### src/pvbd_pkg.sv
`timescale 1ns / 1ps
// ----------------------------------------------------------------------------
// pvbd_pkg
// shared constants and controller/datapath types for the proximity volume core
// ----------------------------------------------------------------------------
package pvbd_pkg;

  localparam int COORD_W             = 20;
  localparam int SIZE_W              = 19;
  localparam int VOL_W               = 17;
  localparam int DIST_W              = 20;
  localparam int CUTOFF_W            = 12;
  localparam int SCALE_W             = 24;
  localparam int CFG_DATA_W          = 24;
  localparam int CFG_IDX_W           = 2;
  localparam int COORD_FRAC_BITS_DEF = 4;

  localparam int GAP_W   = 23;
  localparam int SQ_W    = 44;
  localparam int ROOT_STEPS = 22;
  localparam int DIV_STEPS  = 16;
  localparam int CNT_W      = 5;

  localparam logic [CUTOFF_W-1:0] CUTOFF_RESET = 12'd750;
  localparam logic [SCALE_W-1:0]  SCALE_RESET  = 24'd750000;
  localparam logic [VOL_W-1:0]    VOL_FULL     = 17'h10000;

  localparam logic [CFG_IDX_W-1:0] CFG_AMBIENT = 2'd0;
  localparam logic [CFG_IDX_W-1:0] CFG_CUTOFF  = 2'd1;
  localparam logic [CFG_IDX_W-1:0] CFG_SCALE   = 2'd2;

  typedef struct packed {
    logic load;
    logic gap;
    logic sq;
    logic sum;
    logic root;
    logic min;
    logic frame;
    logic mul_init1;
    logic mul_init2;
    logic mul_step;
    logic cmp;
    logic div_step;
    logic vol_zero;
    logic vol_full;
    logic emit;
  } cmd_t;

  typedef struct packed {
    logic corner;
    logic last;
    logic play;
    logic ambient;
    logic m_le0;
    logic m_ge_cq;
    logic num_ge_den;
  } status_t;

endpackage

### src/pvbd_ctrl.sv
`timescale 1ns / 1ps
// ----------------------------------------------------------------------------
// pvbd_ctrl
// sequencer for one pair at a time and the result handshake
// ----------------------------------------------------------------------------
module pvbd_ctrl import pvbd_pkg::*; #(
  parameter int COORD_FRAC_BITS = COORD_FRAC_BITS_DEF
) (
  input  logic    clk,
  input  logic    rst_n,
  input  logic    in_valid,
  output logic    in_ready,
  output logic    out_valid,
  input  logic    out_ready,
  output cmd_t    cmd,
  input  status_t status
);

  localparam int D = CUTOFF_W + COORD_FRAC_BITS;

  typedef enum logic [3:0] {
    S_IDLE, S_GAP, S_SQ, S_SUM, S_ROOT, S_MIN, S_FRAME, S_CLASS,
    S_CUBE1, S_MUL2, S_CUBE2, S_CMP, S_DIV, S_EMIT
  } state_t;

  state_t             state_r;
  logic [CNT_W-1:0]   cnt_r;
  logic               out_valid_r;
  logic               emit_ok;

  assign in_ready  = (state_r == S_IDLE);
  assign out_valid = out_valid_r;
  assign emit_ok   = !out_valid_r || out_ready;

  always_comb begin
    cmd = '0;
    unique case (state_r)
      S_IDLE:  cmd.load = in_valid;
      S_GAP:   cmd.gap = 1'b1;
      S_SQ:    cmd.sq = 1'b1;
      S_SUM:   cmd.sum = 1'b1;
      S_ROOT:  cmd.root = 1'b1;
      S_MIN:   cmd.min = 1'b1;
      S_FRAME: cmd.frame = 1'b1;
      S_CLASS: begin
        if (!status.play || status.m_ge_cq) begin
          cmd.vol_zero = 1'b1;
        end else if (status.m_le0) begin
          cmd.vol_full = 1'b1;
        end else begin
          cmd.mul_init1 = 1'b1;
        end
      end
      S_CUBE1: cmd.mul_step = 1'b1;
      S_MUL2:  cmd.mul_init2 = 1'b1;
      S_CUBE2: cmd.mul_step = 1'b1;
      S_CMP: begin
        cmd.cmp      = !status.num_ge_den;
        cmd.vol_full = status.num_ge_den;
      end
      S_DIV:   cmd.div_step = 1'b1;
      S_EMIT:  cmd.emit = emit_ok;
      default: ;
    endcase
  end

  always_ff @(posedge clk) begin
    if (!rst_n) begin
      state_r     <= S_IDLE;
      cnt_r       <= '0;
      out_valid_r <= 1'b0;
    end else begin
      if ((state_r == S_EMIT) && emit_ok) begin
        out_valid_r <= 1'b1;
      end else if (out_ready) begin
        out_valid_r <= 1'b0;
      end
      unique case (state_r)
        S_IDLE:  if (in_valid) state_r <= S_GAP;
        S_GAP:   state_r <= S_SQ;
        S_SQ:    state_r <= status.corner ? S_SUM : S_MIN;
        S_SUM: begin
          cnt_r   <= '0;
          state_r <= S_ROOT;
        end
        S_ROOT: begin
          cnt_r <= cnt_r + 1'b1;
          if (cnt_r == CNT_W'(ROOT_STEPS - 1)) state_r <= S_MIN;
        end
        S_MIN:   state_r <= status.last ? S_FRAME : S_IDLE;
        S_FRAME: state_r <= status.ambient ? S_CLASS : S_IDLE;
        S_CLASS: begin
          cnt_r <= '0;
          if (!status.play || status.m_ge_cq || status.m_le0) begin
            state_r <= S_EMIT;
          end else begin
            state_r <= S_CUBE1;
          end
        end
        S_CUBE1: begin
          cnt_r <= cnt_r + 1'b1;
          if (cnt_r == CNT_W'(D - 1)) state_r <= S_MUL2;
        end
        S_MUL2: begin
          cnt_r   <= '0;
          state_r <= S_CUBE2;
        end
        S_CUBE2: begin
          cnt_r <= cnt_r + 1'b1;
          if (cnt_r == CNT_W'(D - 1)) state_r <= S_CMP;
        end
        S_CMP: begin
          cnt_r   <= '0;
          state_r <= status.num_ge_den ? S_EMIT : S_DIV;
        end
        S_DIV: begin
          cnt_r <= cnt_r + 1'b1;
          if (cnt_r == CNT_W'(DIV_STEPS - 1)) state_r <= S_EMIT;
        end
        S_EMIT: begin
          if (emit_ok) begin
            state_r <= S_IDLE;
          end
        end
        default: state_r <= S_IDLE;
      endcase
    end
  end

  a_no_overwrite: assert property (@(posedge clk) disable iff (!rst_n)
    cmd.emit |-> (!out_valid_r || out_ready))
    else $error("result overwritten before transfer");

  a_root_corner: assert property (@(posedge clk) disable iff (!rst_n)
    (state_r == S_ROOT) |-> status.corner)
    else $error("root taken for a side gap");

  a_cube_positive: assert property (@(posedge clk) disable iff (!rst_n)
    (state_r == S_CUBE1) |-> (!status.m_le0 && !status.m_ge_cq))
    else $error("cube started outside the volume range");

  a_emit_valid: assert property (@(posedge clk) disable iff (!rst_n)
    cmd.emit |=> out_valid_r)
    else $error("emitted result not shown");

endmodule

### config.mk
export PLATFORM = sky130hd
export DESIGN_NAME = pvbd_ctrl
export DESIGN_NICKNAME = d
export VERILOG_FILES = /design/src/pvbd_pkg.sv /design/src/pvbd_ctrl.sv
export SDC_FILE = /design/constraint.sdc
export NUM_CORES = 1
export LEC_CHECK = 0
export ABC_CLOCK_PERIOD_IN_PS = 2500
export BUFFER_PORTS_ARGS = -buffer_cell sky130_fd_sc_hd__buf_4
export CAP_MARGIN = 20
export CORE_MARGIN = 2
export CORE_UTILIZATION = 46
export DETAILED_ROUTE_END_ITERATION = 16
export MAX_ROUTING_LAYER = met4
export PLACE_DENSITY = 0.77
export SLEW_MARGIN = 20
export SYNTH_ARGS = -nofsm -noshare
export SYNTH_HDL_FRONTEND = slang
export SYNTH_SLANG_ARGS = --single-unit
### constraint.sdc
create_clock -name clk -period 2.5 [get_ports clk]
set_input_delay 0.125 -clock clk [delete_from_list [all_inputs] [get_ports clk]]
set_output_delay 0.125 -clock clk [all_outputs]
set_load 0.03 [all_outputs]
* Yosys cells after proc, flatten, opt, wreduce, memory -nomap -nowiden
Cells that the tools add are included.
Storage, ports and cells: register bits after elaboration 10, bits in latches 0, RAM bits 0, bits in read-only memories 0, bits of input ports 11, output and inout port bits 17, logic and storage cells 74, memories 0
Operators by class: add/subtract/negate cells 1, multipliers 0, divide/modulo/power cells 0, order comparisons 0, equality and inequality tests 21, shift operators 0, muxes and demuxes 35, bitwise operators 0, reduce and logical (&&, ||, !) cells 14
Operators with widths (count):
- one-hot mux 4 bit (14 select lines) | 1
- == test 4 bit, second input constant | 6
- two-way mux 4 bit | 6
- two-way mux 1 bit | 22
- == test 4 x 3 -> 1 bit, second input constant | 4
- two-way mux 3 bit | 4
- != test 2 bit, second input constant | 6
- one-hot mux 5 bit (2 select lines) | 1
- == test 4 x 2 -> 1 bit, second input constant | 2
- OR reduction 4 bit | 2
- AND reduction 6 bit | 1
- adder 5 x 1 -> 5 bit, second input constant | 1
- == test 5 x 4 -> 1 bit, second input constant | 1
- == test 5 bit, second input constant | 1
- == test 4 x 1 -> 1 bit, second input constant | 1
- logical NOT 4 bit | 1
- nonzero test 2 bit | 2
- logical NOT 1 bit | 3
- logical OR 1 bit | 3
- one-hot mux 1 bit (2 select lines) | 1
- OR reduction 2 bit | 1
- logical AND 1 bit | 1

* Longest topological paths before layout
depth in word-level cells 5, depth in mapped cells 7

* Worst setup path before layout
No wires, ideal clock.
path type reg2out, from reg state_r[2], to out cmd[14] (netlist name), arrival time 1.561 ns, required time 2.375 ns, setup slack 0.814 ns, stages on the path, launching flop included 6, buffers on the path 2, cells stage by stage dfxtp_1 buf_6 or2_1 buf_4 nor3_2 and2_1
RTL lines:
- from (decl) | line pvbd_ctrl.sv:26 | state_t state_r;
- from (signal assigned) | line pvbd_ctrl.sv:81 | S_SQ: state_r <= status.corner ? S_SUM : S_MIN;
- from (signal assigned) | line pvbd_ctrl.sv:90 | S_MIN: state_r <= status.last ? S_FRAME : S_IDLE;
- from (signal assigned) | line pvbd_ctrl.sv:91 | S_FRAME: state_r <= status.ambient ? S_CLASS : S_IDLE;
- to (decl) | line pvbd_ctrl.sv:15 | output cmd_t cmd,

==> key figures <==
Die
  – Die boundary height: 47.5 microns
  – Horizontal die dimension: 47.5 microns
  – Die area: 0.00226 sq mm
  – Top-level port count: 28
  – Initial Utilization: 49.9%
  – Site row count: 15
  – Placeable core area: 0.00175 sq mm

Layout
  – Fin nets: 153
  – Area growth from synthesis to layout: 24.1%
  – Most used cells in the layout excluding fill and tap cells: 27 x buf_4, 18 x nor2_1, 10 x nor2b_1, 10 x dfxtp_1, 7 x o21ai_0
  – Antenna cell count: 0
  – FILL cells: 167
  – Fraction of final layout cells with drive strength greater than 1: 31.2%
  – Most common cell after layout, fill and taps aside: buf_4

Synth
  – Unique cell type count in the Yosys netlist: 43
  – Flop and latch count out of synthesis: 10
  – Ys Warns: 0
  – Average cell area after synthesis: 7.51 sq um
  – Count of flip-flops with a built-in enable after synthesis: 0
  – Sequential-to-total area share from yosys stat: 23.0%
  – Dominant synthesized flop cell: dfxtp_1
  – Top cell type by total area after synthesis: dfxtp_1
  – Leading post-synthesis cells by cell area: dfxtp_1 23%, nor2_1 7.8%, nor2b_1 7.2%, ha_1 4.3%, o21ai_0 4.0%
  – Net count after synthesis: 130
  – Async S/R FF share, synth: 0%
  – Gate count of the mapped netlist: 116
  – Summed instance area of the synthesized netlist: 871 sq um
  – Area share of the largest cell type after synthesis: 23.0%

Drt
  – Pre-Repair DR Iteration Count: 5
  – Final Routed Wirelength: 2000 microns
  – WL per Instance: 12.3 microns
  – Vias per cell: 5.37
  – DRC Markers: 0
  – Vias post-DR: 875
  – ANT nets after route: 0
  – DRC violation total after the first TritonRoute iteration: 16

STA
  – Sum of negative setup slack: 0 ns
  – Least-Margin Pin Slew: 0.705 ns
  – Post-layout worst setup margin: 0.610 ns
  – Number of hold violations in the final report: 0
  – Final Max Slew Viols: 0
  – Final number of setup-violating endpoints: 0
  – Minimum clock period: 1.89 ns
  – Worst clock skew: 0.00210 ns
  – RSZ-0062 raised after global routing: no
  – Highest Clock Rate: 529 MHz
  – Relative slew slack: 52.9%
  – Share of the clock period used by the worst path after layout: 75.6%

Global route
  – Via count of the first global-routing pass: 729
  – Antenna violations before repair: 0
  – Highest-utilization routing layer at the global route stage: met2
  – First-pass GRT wire length: 3170 microns
  – Met2 layer usage reported by global route: 30.8%
  – Global routing met1 resource utilization: 25.8%
  – Total GRT Usage: 20.2%
  – Total global routing overflow: 0
  – M3 GR Usage: 5.66%
  – Largest net degree at the start of global routing: 20

Power and ir drop
  – Flop pwr share: 37.0%
  – Logic gate share of total power: 38.6%
  – Clock network fraction of design power: 24.4%
  – Total power density per cell area: 549 mW/mm^2
  – Switching power share of the total: 39.9%
  – Power spent charging and discharging nets: 237 uW
  – Cell internal pwr: 357 uW
  – IR Drop Worst-Case VDD: 340 uV
  – P_leak: 0.000458 uW

Clock tree
  – Clock-pin slew reported for the worst setup and hold paths after clock tree synthesis: 0.07 ns
  – CTS tree: yes
  – Clock Sink Count: 10
  – Cts hold-fix bufs: 0
  – Clock tree root driver cell: clkbuf_4
  – Number of buffers between clock root and the deepest sink: 2
  – TritonCTS Buffers: 3
  – Number of cells upsized or downsized after cts: 0
  – Setup fix buffers added after clock tree synthesis: 0
  – H-tree depth: 1
  – Clk_lat worst skew: 0.26 ns

Critical path
  – Combined buffer and inverter count along the critical path: 1
  – Critical path fanouts, max: 18
  – Crit-path slowest cell: dfxtp_1
  – Nature of the critical path endpoint: primary output
  – Kind of start point of the critical path: flop
  – Crit-path cells: or2_1 -> nor3_2 -> and2_1 -> buf_4
  – Arrival time of data at the critical path endpoint: 1.77 ns
  – Crit path max-delay family: flip-flops
  – Crit path kind: reg2out
  – Setup slack of the worst register-to-register path: 0.76 ns
  – Required time at the endpoint of the critical path: 2.38 ns
  – Largest stage delay, worst path: 0.69 ns

Place
  – Final weighted congestion in routability-driven placement: 0.885
  – Placement Setup Slack: 0.780 ns
  – HPWL reported at the end of detailed placement: 1560 microns
  – Port Buffers: 27

Hold path
  – Class of the tightest hold or removal check: in2reg

Status
  – Status: complete, no violations

Run
  – Number of maximum-capacitance violations: 0
-- sequential cells by signal, indices dropped and copies added (netlist names) --
name,count
state_r,4
out_valid,1
cnt_r,5
-- power groups by stage --
stage                     clock, uW  sequential [uW]  combinational [uW]
after floorplan                   0              178                 222
after global placement            0              223                 226
after detailed placement          0              223                 230
after CTS                       150              219                 230
after global routing            155              225                 249
final                           145              220                 229
-- layer usage --
layer / routed length, microns / up-vias
met5: 0 / -
met4: 14 / 0
met3: 68 / 2
met2: 951 / 17
met1: 969 / 404
li1: - / 452
-- path summary, 6_finish.rpt --
check,from,to,cells past startpoint
hold reg to reg,cnt_r[2],cnt_r[2],2
setup reg to reg,state_r[0],state_r[3],5
setup / recovery,state_r[2],cmd[14],4
hold / removal,rst_n,state_r[1],2
-- through the flow --
| step | std cells | hold WS [ns] | util, % | area, sq um | total power, uW |
|---|---|---|---|---|---|
| final | 163 | 0.161 | 61.9 | 1080 | 594 |
| after global routing | 163 | 0.156 | 61.9 | 1080 | 630 |
| after CTS | 163 | 0.151 | 61.9 | 1080 | 599 |
| after detailed placement | 159 | 0.437 | 59.9 | 1040 | 452 |
| after global placement | 159 | 0.429 | 59.9 | 1040 | 448 |
| after floorplan | 116 | 0.282 | - | 871 | 400 |
-- layout make-up --
| class | count | area, sq um | share of cell area, % |
|---|---|---|---|
| clock buffers | 4 | 36.3 | 3.36 |
| inverters | 4 | 15.0 | 1.39 |
| multi-input cells | 93 | 596 | 55.1 |
| flip-flops and latches | 10 | 200 | 18.5 |
| well taps | 25 | 31.3 | 2.89 |
| repair buffers | 27 | 203 | 18.7 |
-- synthesized netlist by cell type, types with 2 or more instances --
| cell type | count |
|---|---|
| and3_1 | 3 |
| a21oi_1 | 6 |
| nor3_2 | 2 |
| dfxtp_1 | 10 |
| o21ai_1 | 3 |
| o21ai_0 | 7 |
| inv_1 | 4 |
| nand3_1 | 4 |
| nand2b_1 | 4 |
| nand2_1 | 4 |
| nor3_1 | 2 |
| a21oi_2 | 2 |
| a21boi_1 | 2 |
| buf_4 | 4 |
| nor2_1 | 18 |
| ha_1 | 3 |
| buf_2 | 3 |
| nor2b_1 | 10 |
-- cells by family (layout without fill, tap and decap cells) --
group	Yosys count	in the layout	synth area share (%)
DFF	10	10	23.0
muxes	2	2	2.44
and+or+nand+nor	58	58	38.5
adders and majority gates	3	3	4.31
buffers and inverters	13	35	8.62
AOI/OAI and AO/OA	29	29	22.1
xor gates and xnor gates	1	1	1.01
Note: power is estimated with default switching activity, not from simulation.
