## src/pvbd_pkg.sv

```systemverilog
`timescale 1ns / 1ps
// ----------------------------------------------------------------------------
// pvbd_pkg
// shared constants and controller/datapath types for the proximity volume core
// ----------------------------------------------------------------------------
package pvbd_pkg;

  localparam int COORD_W             = 20;
  localparam int SIZE_W              = 19;
  localparam int VOL_W               = 17;
  localparam int DIST_W              = 20;
  localparam int CUTOFF_W            = 12;
  localparam int SCALE_W             = 24;
  localparam int CFG_DATA_W          = 24;
  localparam int CFG_IDX_W           = 2;
  localparam int COORD_FRAC_BITS_DEF = 4;

  localparam int GAP_W   = 23;
  localparam int SQ_W    = 44;
  localparam int ROOT_STEPS = 22;
  localparam int DIV_STEPS  = 16;
  localparam int CNT_W      = 5;

  localparam logic [CUTOFF_W-1:0] CUTOFF_RESET = 12'd750;
  localparam logic [SCALE_W-1:0]  SCALE_RESET  = 24'd750000;
  localparam logic [VOL_W-1:0]    VOL_FULL     = 17'h10000;

  localparam logic [CFG_IDX_W-1:0] CFG_AMBIENT = 2'd0;
  localparam logic [CFG_IDX_W-1:0] CFG_CUTOFF  = 2'd1;
  localparam logic [CFG_IDX_W-1:0] CFG_SCALE   = 2'd2;

  typedef struct packed {
    logic load;
    logic gap;
    logic sq;
    logic sum;
    logic root;
    logic min;
    logic frame;
    logic mul_init1;
    logic mul_init2;
    logic mul_step;
    logic cmp;
    logic div_step;
    logic vol_zero;
    logic vol_full;
    logic emit;
  } cmd_t;

  typedef struct packed {
    logic corner;
    logic last;
    logic play;
    logic ambient;
    logic m_le0;
    logic m_ge_cq;
    logic num_ge_den;
  } status_t;

endpackage

```

## src/pvbd_dp.sv

```systemverilog
`timescale 1ns / 1ps
// ----------------------------------------------------------------------------
// pvbd_dp
// datapath: gaps, squares, bit-serial root, frame minimum, cube and divide
// ----------------------------------------------------------------------------
module pvbd_dp import pvbd_pkg::*; #(
  parameter int COORD_FRAC_BITS = COORD_FRAC_BITS_DEF
) (
  input  logic                      clk,
  input  logic                      rst_n,
  input  cmd_t                      cmd,
  output status_t                   status,
  input  logic                      cfg_we,
  input  logic [CFG_IDX_W-1:0]      cfg_index,
  input  logic [CFG_DATA_W-1:0]     cfg_data,
  input  logic signed [COORD_W-1:0] in_px,
  input  logic signed [COORD_W-1:0] in_py,
  input  logic signed [COORD_W-1:0] in_bx,
  input  logic signed [COORD_W-1:0] in_by,
  input  logic [SIZE_W-1:0]         in_w,
  input  logic [SIZE_W-1:0]         in_h,
  input  logic                      in_play,
  input  logic                      in_last,
  output logic [VOL_W-1:0]          out_vol,
  output logic signed [DIST_W-1:0]  out_dist
);

  localparam int D     = CUTOFF_W + COORD_FRAC_BITS;
  // minimum holds negative inside distances as well as the cutoff
  localparam int RM_W  = (D + 1 > GAP_W - 2) ? D + 1 : GAP_W - 2;
  localparam int DEN_W = 3 * D;
  localparam int NUM_W = SCALE_W + 3 * COORD_FRAC_BITS;

  logic                      ambient_r;
  logic [CUTOFF_W-1:0]       cutoff_r;
  logic [SCALE_W-1:0]        scale_r;

  logic signed [COORD_W-1:0] px_r, py_r, bx_r, by_r;
  logic [SIZE_W-1:0]         w_r, h_r;
  logic                      play_r, last_r;

  logic signed [GAP_W-1:0]   gx_r, gy_r, d2_r;
  logic [SQ_W-1:0]           sqa_r, sqb_r, rad_r, root_r, bit_r;
  logic signed [RM_W-1:0]    rm_r, m_r;
  logic [DEN_W-1:0]          mcand_r, acc_r, rem_r;
  logic [D-1:0]              mplier_r;
  logic [VOL_W-1:0]          vol_r;
  logic [VOL_W-1:0]          out_vol_r;
  logic signed [DIST_W-1:0]  out_dist_r;

  logic signed [COORD_W:0]   dx, dy;
  logic [COORD_W:0]          adx, ady;
  logic signed [GAP_W-1:0]   gx, gy, d2v, dv, rmx;
  logic [SQ_W-1:0]           tsum;
  logic signed [RM_W-1:0]    cq;
  logic [DEN_W-1:0]          num;
  logic [DEN_W:0]            r2;

  assign dx   = {bx_r[COORD_W-1], bx_r} - {px_r[COORD_W-1], px_r};
  assign dy   = {by_r[COORD_W-1], by_r} - {py_r[COORD_W-1], py_r};
  assign adx  = dx[COORD_W] ? (~dx + 1'b1) : dx;
  assign ady  = dy[COORD_W] ? (~dy + 1'b1) : dy;
  assign gx   = $signed({1'b0, adx, 1'b0}) - $signed({3'b0, w_r});
  assign gy   = $signed({1'b0, ady, 1'b0}) - $signed({3'b0, h_r});
  assign tsum = root_r + bit_r;
  assign d2v  = status.corner ? $signed({1'b0, root_r[GAP_W-2:0]}) : d2_r;
  assign dv   = d2v >>> 1;
  assign rmx  = GAP_W'(rm_r);
  assign cq   = $signed(RM_W'(cutoff_r) << COORD_FRAC_BITS);
  assign num  = DEN_W'(NUM_W'(scale_r) << (3 * COORD_FRAC_BITS));
  assign r2   = {rem_r, 1'b0};

  assign status.corner     = !gx_r[GAP_W-1] && !gy_r[GAP_W-1];
  assign status.last       = last_r;
  assign status.play       = play_r;
  assign status.ambient    = ambient_r;
  assign status.m_le0      = m_r <= 0;
  assign status.m_ge_cq    = m_r >= cq;
  assign status.num_ge_den = num >= acc_r;

  always_ff @(posedge clk) begin
    if (!rst_n) begin
      ambient_r <= 1'b1;
      cutoff_r  <= CUTOFF_RESET;
      scale_r   <= SCALE_RESET;
      rm_r      <= $signed(RM_W'(CUTOFF_RESET) << COORD_FRAC_BITS);
    end else begin
      if (cfg_we) begin
        unique case (cfg_index)
          CFG_AMBIENT: ambient_r <= cfg_data[0];
          CFG_CUTOFF:  cutoff_r  <= cfg_data[CUTOFF_W-1:0];
          CFG_SCALE:   scale_r   <= cfg_data[SCALE_W-1:0];
          default: ;
        endcase
      end
      if (cmd.min && (dv < rmx)) begin
        rm_r <= dv[RM_W-1:0];
      end else if (cmd.frame) begin
        rm_r <= cq;
      end
    end
  end

  always_ff @(posedge clk) begin
    if (cmd.load) begin
      px_r   <= in_px;
      py_r   <= in_py;
      bx_r   <= in_bx;
      by_r   <= in_by;
      w_r    <= in_w;
      h_r    <= in_h;
      play_r <= in_play;
      last_r <= in_last;
    end
    if (cmd.gap) begin
      gx_r <= gx;
      gy_r <= gy;
    end
    if (cmd.sq) begin
      sqa_r <= gx_r[GAP_W-2:0] * gx_r[GAP_W-2:0];
      sqb_r <= gy_r[GAP_W-2:0] * gy_r[GAP_W-2:0];
      d2_r  <= gx_r[GAP_W-1] ? gy_r : gx_r;
    end
    if (cmd.sum) begin
      rad_r  <= sqa_r + sqb_r;
      root_r <= '0;
      bit_r  <= SQ_W'(1) << (2 * (ROOT_STEPS - 1));
    end
    if (cmd.root) begin
      if (rad_r >= tsum) begin
        rad_r  <= rad_r - tsum;
        root_r <= (root_r >> 1) + bit_r;
      end else begin
        root_r <= root_r >> 1;
      end
      bit_r <= bit_r >> 2;
    end
    if (cmd.frame) begin
      m_r <= (rm_r < cq) ? rm_r : cq;
    end
    if (cmd.mul_init1) begin
      mcand_r  <= DEN_W'(m_r[D-1:0]);
      mplier_r <= m_r[D-1:0];
      acc_r    <= '0;
    end
    if (cmd.mul_init2) begin
      mcand_r  <= acc_r;
      mplier_r <= m_r[D-1:0];
      acc_r    <= '0;
    end
    if (cmd.mul_step) begin
      if (mplier_r[0]) begin
        acc_r <= acc_r + mcand_r;
      end
      mcand_r  <= mcand_r << 1;
      mplier_r <= mplier_r >> 1;
    end
    if (cmd.cmp) begin
      rem_r <= num;
      vol_r <= '0;
    end
    if (cmd.div_step) begin
      if (r2 >= {1'b0, acc_r}) begin
        rem_r <= DEN_W'(r2 - {1'b0, acc_r});
        vol_r <= {vol_r[VOL_W-2:0], 1'b1};
      end else begin
        rem_r <= r2[DEN_W-1:0];
        vol_r <= {vol_r[VOL_W-2:0], 1'b0};
      end
    end
    if (cmd.vol_zero) begin
      vol_r <= '0;
    end
    if (cmd.vol_full) begin
      vol_r <= VOL_FULL;
    end
    if (cmd.emit) begin
      out_vol_r  <= vol_r;
      out_dist_r <= DIST_W'(m_r);
    end
  end

  assign out_vol  = out_vol_r;
  assign out_dist = out_dist_r;

endmodule

```

## config.mk

```make
export PLATFORM = sky130hd
export DESIGN_NAME = pvbd_dp
export DESIGN_NICKNAME = d
export VERILOG_FILES = /design/src/pvbd_pkg.sv /design/src/pvbd_dp.sv
export SDC_FILE = /design/constraint.sdc
export NUM_CORES = 2
export LEC_CHECK = 0
export ABC_AREA = 1
export BUFFER_PORTS_ARGS = -buffer_cell sky130_fd_sc_hd__clkbuf_2
export CAP_MARGIN = 20
export CORE_ASPECT_RATIO = 0.9
export CORE_MARGIN = 2
export CORE_UTILIZATION = 32
export CTS_CLUSTER_DIAMETER = 30
export DETAILED_ROUTE_END_ITERATION = 8
export MAX_ROUTING_LAYER = met4
export PLACE_DENSITY = 0.49
export SETUP_SLACK_MARGIN = 0.5
export SKIP_CTS_REPAIR_TIMING = 1
export SYNTH_ARGS = -nofsm -noshare
export SYNTH_HDL_FRONTEND = slang
export SYNTH_SLANG_ARGS = --single-unit
```

## constraint.sdc

```tcl
create_clock -name clk -period 8.2 [get_ports clk]
set_input_delay 0.41 -clock clk [delete_from_list [all_inputs] [get_ports clk]]
set_output_delay 0.41 -clock clk [all_outputs]
set_load 0.01 [all_outputs]
```

# Word-level counts from Yosys, hierarchy flattened
# Cells that the tools add are included.
# Widths: inputs -> output; s select.
[word_totals] inputBits=164 word_cells=106 reg_bits=680 out_inout_bits=44
[classes] n_reduce_logical=15 bitwise_logic=2 n_eq_ne=2 multipliers=2 magnitude_cmp=7 muxes=32 n_addsub=12
[op_table] op="$mux 48" count=10
[op_table] op="$mux 44" count=6
[op_table] op="$mul 22x22->44" count=2
[op_table] op="$mux 21" count=4
[op_table] op="$mux 41" count=2
[op_table] op="$mux 17" count=3
[op_table] op="$ge 49x48->1" count=1
[op_table] op="$add 48x48->48" count=1
[op_table] op="$ge 36x48->1" count=1
[op_table] op="$mux 16" count=3
[op_table] op="$sub 48x48->48" count=1
[op_table] op="$sub 22x19->23" count=2
[op_table] op="$add 43x43->44" count=1
[op_table] op="$add 44x43->44" count=1
[op_table] op="$add 44x44->44" count=1
[op_table] op="$ge 44x44->1" count=1
[op_table] op="$sub 44x44->44" count=1
[op_table] op="$add 21x1->21 const B" count=2
[op_table] op="$not 21->21" count=2
[op_table] op="$sub 20x20->21" count=2
[op_table] op="$mux 23" count=1
[op_table] op="$lt 22x21->1" count=1
[op_table] op="$mux 22" count=1
[op_table] op="$ge 21x17->1" count=1
[op_table] op="other kinds (13)" count=21

# Longest topological paths before layout
[logic_depth] ltp_word=6 ltp_mapped=33 ltp_nobuf=33

# Worst setup path before layout
# No wires, ideal clock.
[synth_timing] kind="register to register" startpoint="register gy_r[19]" endpoint="register sqb_r[41] (data pin)" path_buffers=2 setup_ns=0.259 setup_slack_ns=1.875 path_stages_with_launch=30 arrival_ns=6.066 synth_period_minus_slack_ns=6.325 t_required_ns=7.941 cell_sequence="edfxtp_1 > clkbuf_1 > clkbuf_1 > nand2_1 > fa_1 > inv_1 > fa_1 > inv_1 > fa_1 > inv_1 > fa_1 > fa_1 > fa_1 > inv_1 > fa_1 > inv_1 > ha_1 > nand2_1 > nor2_1 > inv_1 > nor2_1 > inv_1 > nor4_1 > a21oi_1 > o21ai_0 > nand2_1 > nand2_1 > nand2_1 > nand2_1 > xor2_1"
[synth_via] elab_chain_len=1
[synth_rtl] element="start, declared" line_no="pvbd_dp.sv:42" rtl="logic signed [GAP_W-1:0] gx_r, gy_r, d2_r;"
[synth_rtl] element="start signal, assigned" line_no="pvbd_dp.sv:117" rtl="gy_r <= gy;"
[synth_rtl] element="$mul 22x22->44" line_no="pvbd_dp.sv:121" rtl="sqb_r <= gy_r[GAP_W-2:0] * gy_r[GAP_W-2:0];"
[synth_rtl] element="end signal, assigned" line_no="pvbd_dp.sv:121"
[synth_rtl] element="end, declared" line_no="pvbd_dp.sv:43" rtl="logic [SQ_W-1:0] sqa_r, sqb_r, rad_r, root_r, bit_r;"
# Every way passes these cells.
# A chain may end at the register's enable or synchronous reset.

# Final worst setup path
[layout_timing] startpoint="register gx_r[17]" endpoint="register sqa_r[40] (data pin)"
[layout_via] elab_chain_len=1
[layout_rtl] element="start, declared" line_no="pvbd_dp.sv:42"
[layout_rtl] element="start signal, assigned" line_no="pvbd_dp.sv:116" rtl="gx_r <= gx;"
[layout_rtl] element="$mul 22x22->44" line_no="pvbd_dp.sv:120" rtl="sqa_r <= gx_r[GAP_W-2:0] * gx_r[GAP_W-2:0];"
[layout_rtl] element="end signal, assigned" line_no="pvbd_dp.sv:120"
[layout_rtl] element="end, declared" line_no="pvbd_dp.sv:43"
# Every way passes these cells.

==> metrics.txt <==
initial antenna violation count=5; Final period util=88.59%; pin count of the biggest net entering global routing=77; min cycle time layout=7264 ps; Worst Hold End=acc_r[15]; die height=464.1 um; layout cells sized above 1=6.996%; Cells after Synth=9515; Ports=208; Max clock buf depth=4; post-DR vias/cell=4.869; Data arrival, critical path=7790 ps; Site Rows=168; RSZ-0062 raised after global routing=no; DP HPWL=192700 um; first-pass iteration count of the detailed router=8; # clock sinks=677; GRT Overall Usage=20.24%; final wirelength=236900 um; clk_lat worst skew=860 ps; Rel. slew slack=15.37%; first-pass GRT wire length=371300 um; Worst Max-Slew Pin Slew=1256 ps; reg2reg path depth=20; root buffer cell=clkbuf_16; synth top area cells=edfxtp_1 (20%), fa_1 (18%), ha_1 (12%); syn_nets=11073; synthesized area per cell=7.912 um2; Area Overhead vs Synth=16.49%; Startpoint Class=flop; Max Fclk=137.7 MHz; IO buf count=207; dominant cell type by area after synthesis=edfxtp_1; status=finished clean; Post-synth top flop=edfxtp_1; worst min-delay path class=primary input to flop; antenna-violating nets left=0; Yosys warning count=0; Synth cell types=69; nets@finish=11464; Req. time, crit path=8730 ps; max cap viols=0; Setup CP Type=flop to flop; # fillers=24268; Worst Hold Launch=cmd[5]; Worst-path clk slew=50 ps; Reg-to-Reg Start=gx_r[17]; vias in the first global route=64582; setup slack, reg-to-reg=940 ps; detailed-route via count=63852; gpl congestion=0.9348; die area=0.2392 mm2; drt initial violations=4694; global route total overflow=0; CTS tree=built; RR Endpoint=sqa_r[40]; Final Max Tran Viols=0; routed len/inst=18.06 um; Die W=515.3 um; Placeable Area=0.2333 mm2; Seq/Total Area, Yosys=24.74%; Yosys reg bits=677; initial cell density of the core=32.27%; Final TNS setup=0 ps; ys async rst share=0%; clk_skew=98.46 ps; Yosys top cell area share=20.22%; final setup fails=0; worst-path fanout max=24; Post-Syn Area=0.07528 mm2; endpoints failing hold=0; CTS buffer count=181; Worst Setup End Kind=flop; Hold Path Depth=3; drc violations=0; CTS H-Tree Depth=4; Post-synth EDFFs=507
==> layout by cell type (no fill, tap or decap), types with 39 or more instances in the layout <==
cell type	synthesis	routed
a21o_1	53	53
fa_1	691	691
a21oi_1	646	646
nand2_1	1962	1961
o21ai_1	39	39
clkbuf_2	0	204
ha_1	703	703
buf_4	6	73
o21ai_0	499	499
o21bai_1	44	44
nor3_1	74	74
dfxtp_1	170	170
o31ai_1	69	69
inv_1	1958	1956
nand4_1	92	92
nand3_1	318	318
a31oi_1	95	95
clkbuf_16	0	187
xnor2_1	137	137
dlygate4sd3_1	0	149
nor2_1	712	712
edfxtp_1	507	507
xor2_1	209	209
==> kinds of logic after synthesis <==
family / Yosys count / synth area share, %
XOR/XNOR: 349 / 4.090
flip-flops: 677 / 24.74
multiplexers: 16 / 0.2393
AND/OR/NAND/NOR: 3290 / 17.89
AO/OA/AOI/OAI: 1598 / 11.95
buffers and inverters: 2191 / 11.03
adder cells (fa/ha/maj): 1394 / 30.06
==> metal layers <==
layer	share of wire, %	global-route usage [%]	routed length [um]	vias up
li1	-	-	-	31391
met1	49	28.87	116700	30578
met2	43	30.28	102500	1591
met3	5.3	2.771	12500	292
met4	2.2	4.478	5149	0
met5	0	-	0	-
==> stage by stage <==
| step | hold slack (ps) | setup slack (ps) | instances | cell area (um2) | utilization [%] |
|---|---|---|---|---|---|
| finish | 67.35 | 935.9 | 13113 | 87700 | 37.59 |
| floorplan | 409.1 | 1875 | 9515 | 75280 | - |
| detailed placement | 423.2 | 948.0 | 12631 | 79780 | 34.19 |
| global route | 56.43 | 503.4 | 13112 | 87700 | 37.59 |
| global placement | 425.6 | 1022 | 12630 | 79770 | 34.19 |
| CTS | -313.0 | 892.8 | 12957 | 86130 | 36.91 |
==> critical path, stage by stage (launching register included) <==
cell	delay [ps]
edfxtp_1	1090
nand2_1	360
fa_1	530
fa_1	530
fa_1	560
inv_1	60
fa_1	480
fa_1	510
fa_1	500
inv_1	50
fa_1	470
inv_1	50
ha_1	350
a21oi_1	200
inv_1	80
a31oi_1	210
o21ai_0	120
o21ai_0	170
o2111ai_1	300
a31oi_1	270
xnor2_1	80
==> cells in the mapped netlist (all sizes together), types with 2 or more instances <==
master,count
a211oi,13
a21boi,15
a21o,53
a21oi,653
a221oi,6
a22oi,2
a311oi,2
a31o,6
a31oi,96
and2,8
and3,11
buf,49
clkbuf,172
dfxtp,170
edfxtp,507
fa,691
ha,703
inv,1969
mux2,16
nand2,1986
nand3,323
nand3b,10
nand4,93
nor2,721
nor3,75
nor3b,2
nor4,39
o2111ai,5
o211ai,38
o21a,25
o21ai,540
o21bai,46
o221ai,10
o22ai,9
o311ai,3
o31ai,69
o32ai,2
or2,22
xnor2,139
xor2,210
==> registers in the layout (all words and copies together) (netlist names), 20 cells and up <==
| register | cells |
|---|---|
| acc_r | 48 |
| mcand_r | 48 |
| rem_r | 48 |
| rad_r | 44 |
| root_r | 44 |
| sqa_r | 43 |
| sqb_r | 43 |
| scale_r | 24 |
| gx_r | 23 |
| gy_r | 23 |
| bit_r | 22 |
| d2_r | 22 |
| m_r | 21 |
| rm_r | 21 |
| bx_r | 20 |
| by_r | 20 |
| out_dist | 20 |
| px_r | 20 |
| py_r | 20 |
==> worst max path at each step <==
stage	to	start	slack, ps
floorplan	sqb_r[41]	gy_r[19]	1870
global placement	sqb_r[41]	gy_r[13]	1020
detailed placement	sqa_r[40]	gx_r[17]	950
CTS	sqa_r[40]	gx_r[17]	890
global route	sqa_r[39]	gx_r[2]	500
finish	sqa_r[40]	gx_r[17]	940
==> cell type report <==
class | instances | area (um2) | share of cell area [%]
timing repair buffer | 429 | 3131 | 3.570
multi-input combinational | 6647 | 48360 | 55.15
tap | 3060 | 3829 | 4.366
sequential | 677 | 18630 | 21.24
clock buffer | 204 | 4813 | 5.489
inverter | 1970 | 7395 | 8.432
clock inverter | 122 | 1531 | 1.746
antenna | 4 | 10.01 | 0.01141
Power is left out: the tool's default activity adds up to more than one toggle a clock period on the data nets, which glitch-free logic cannot reach.
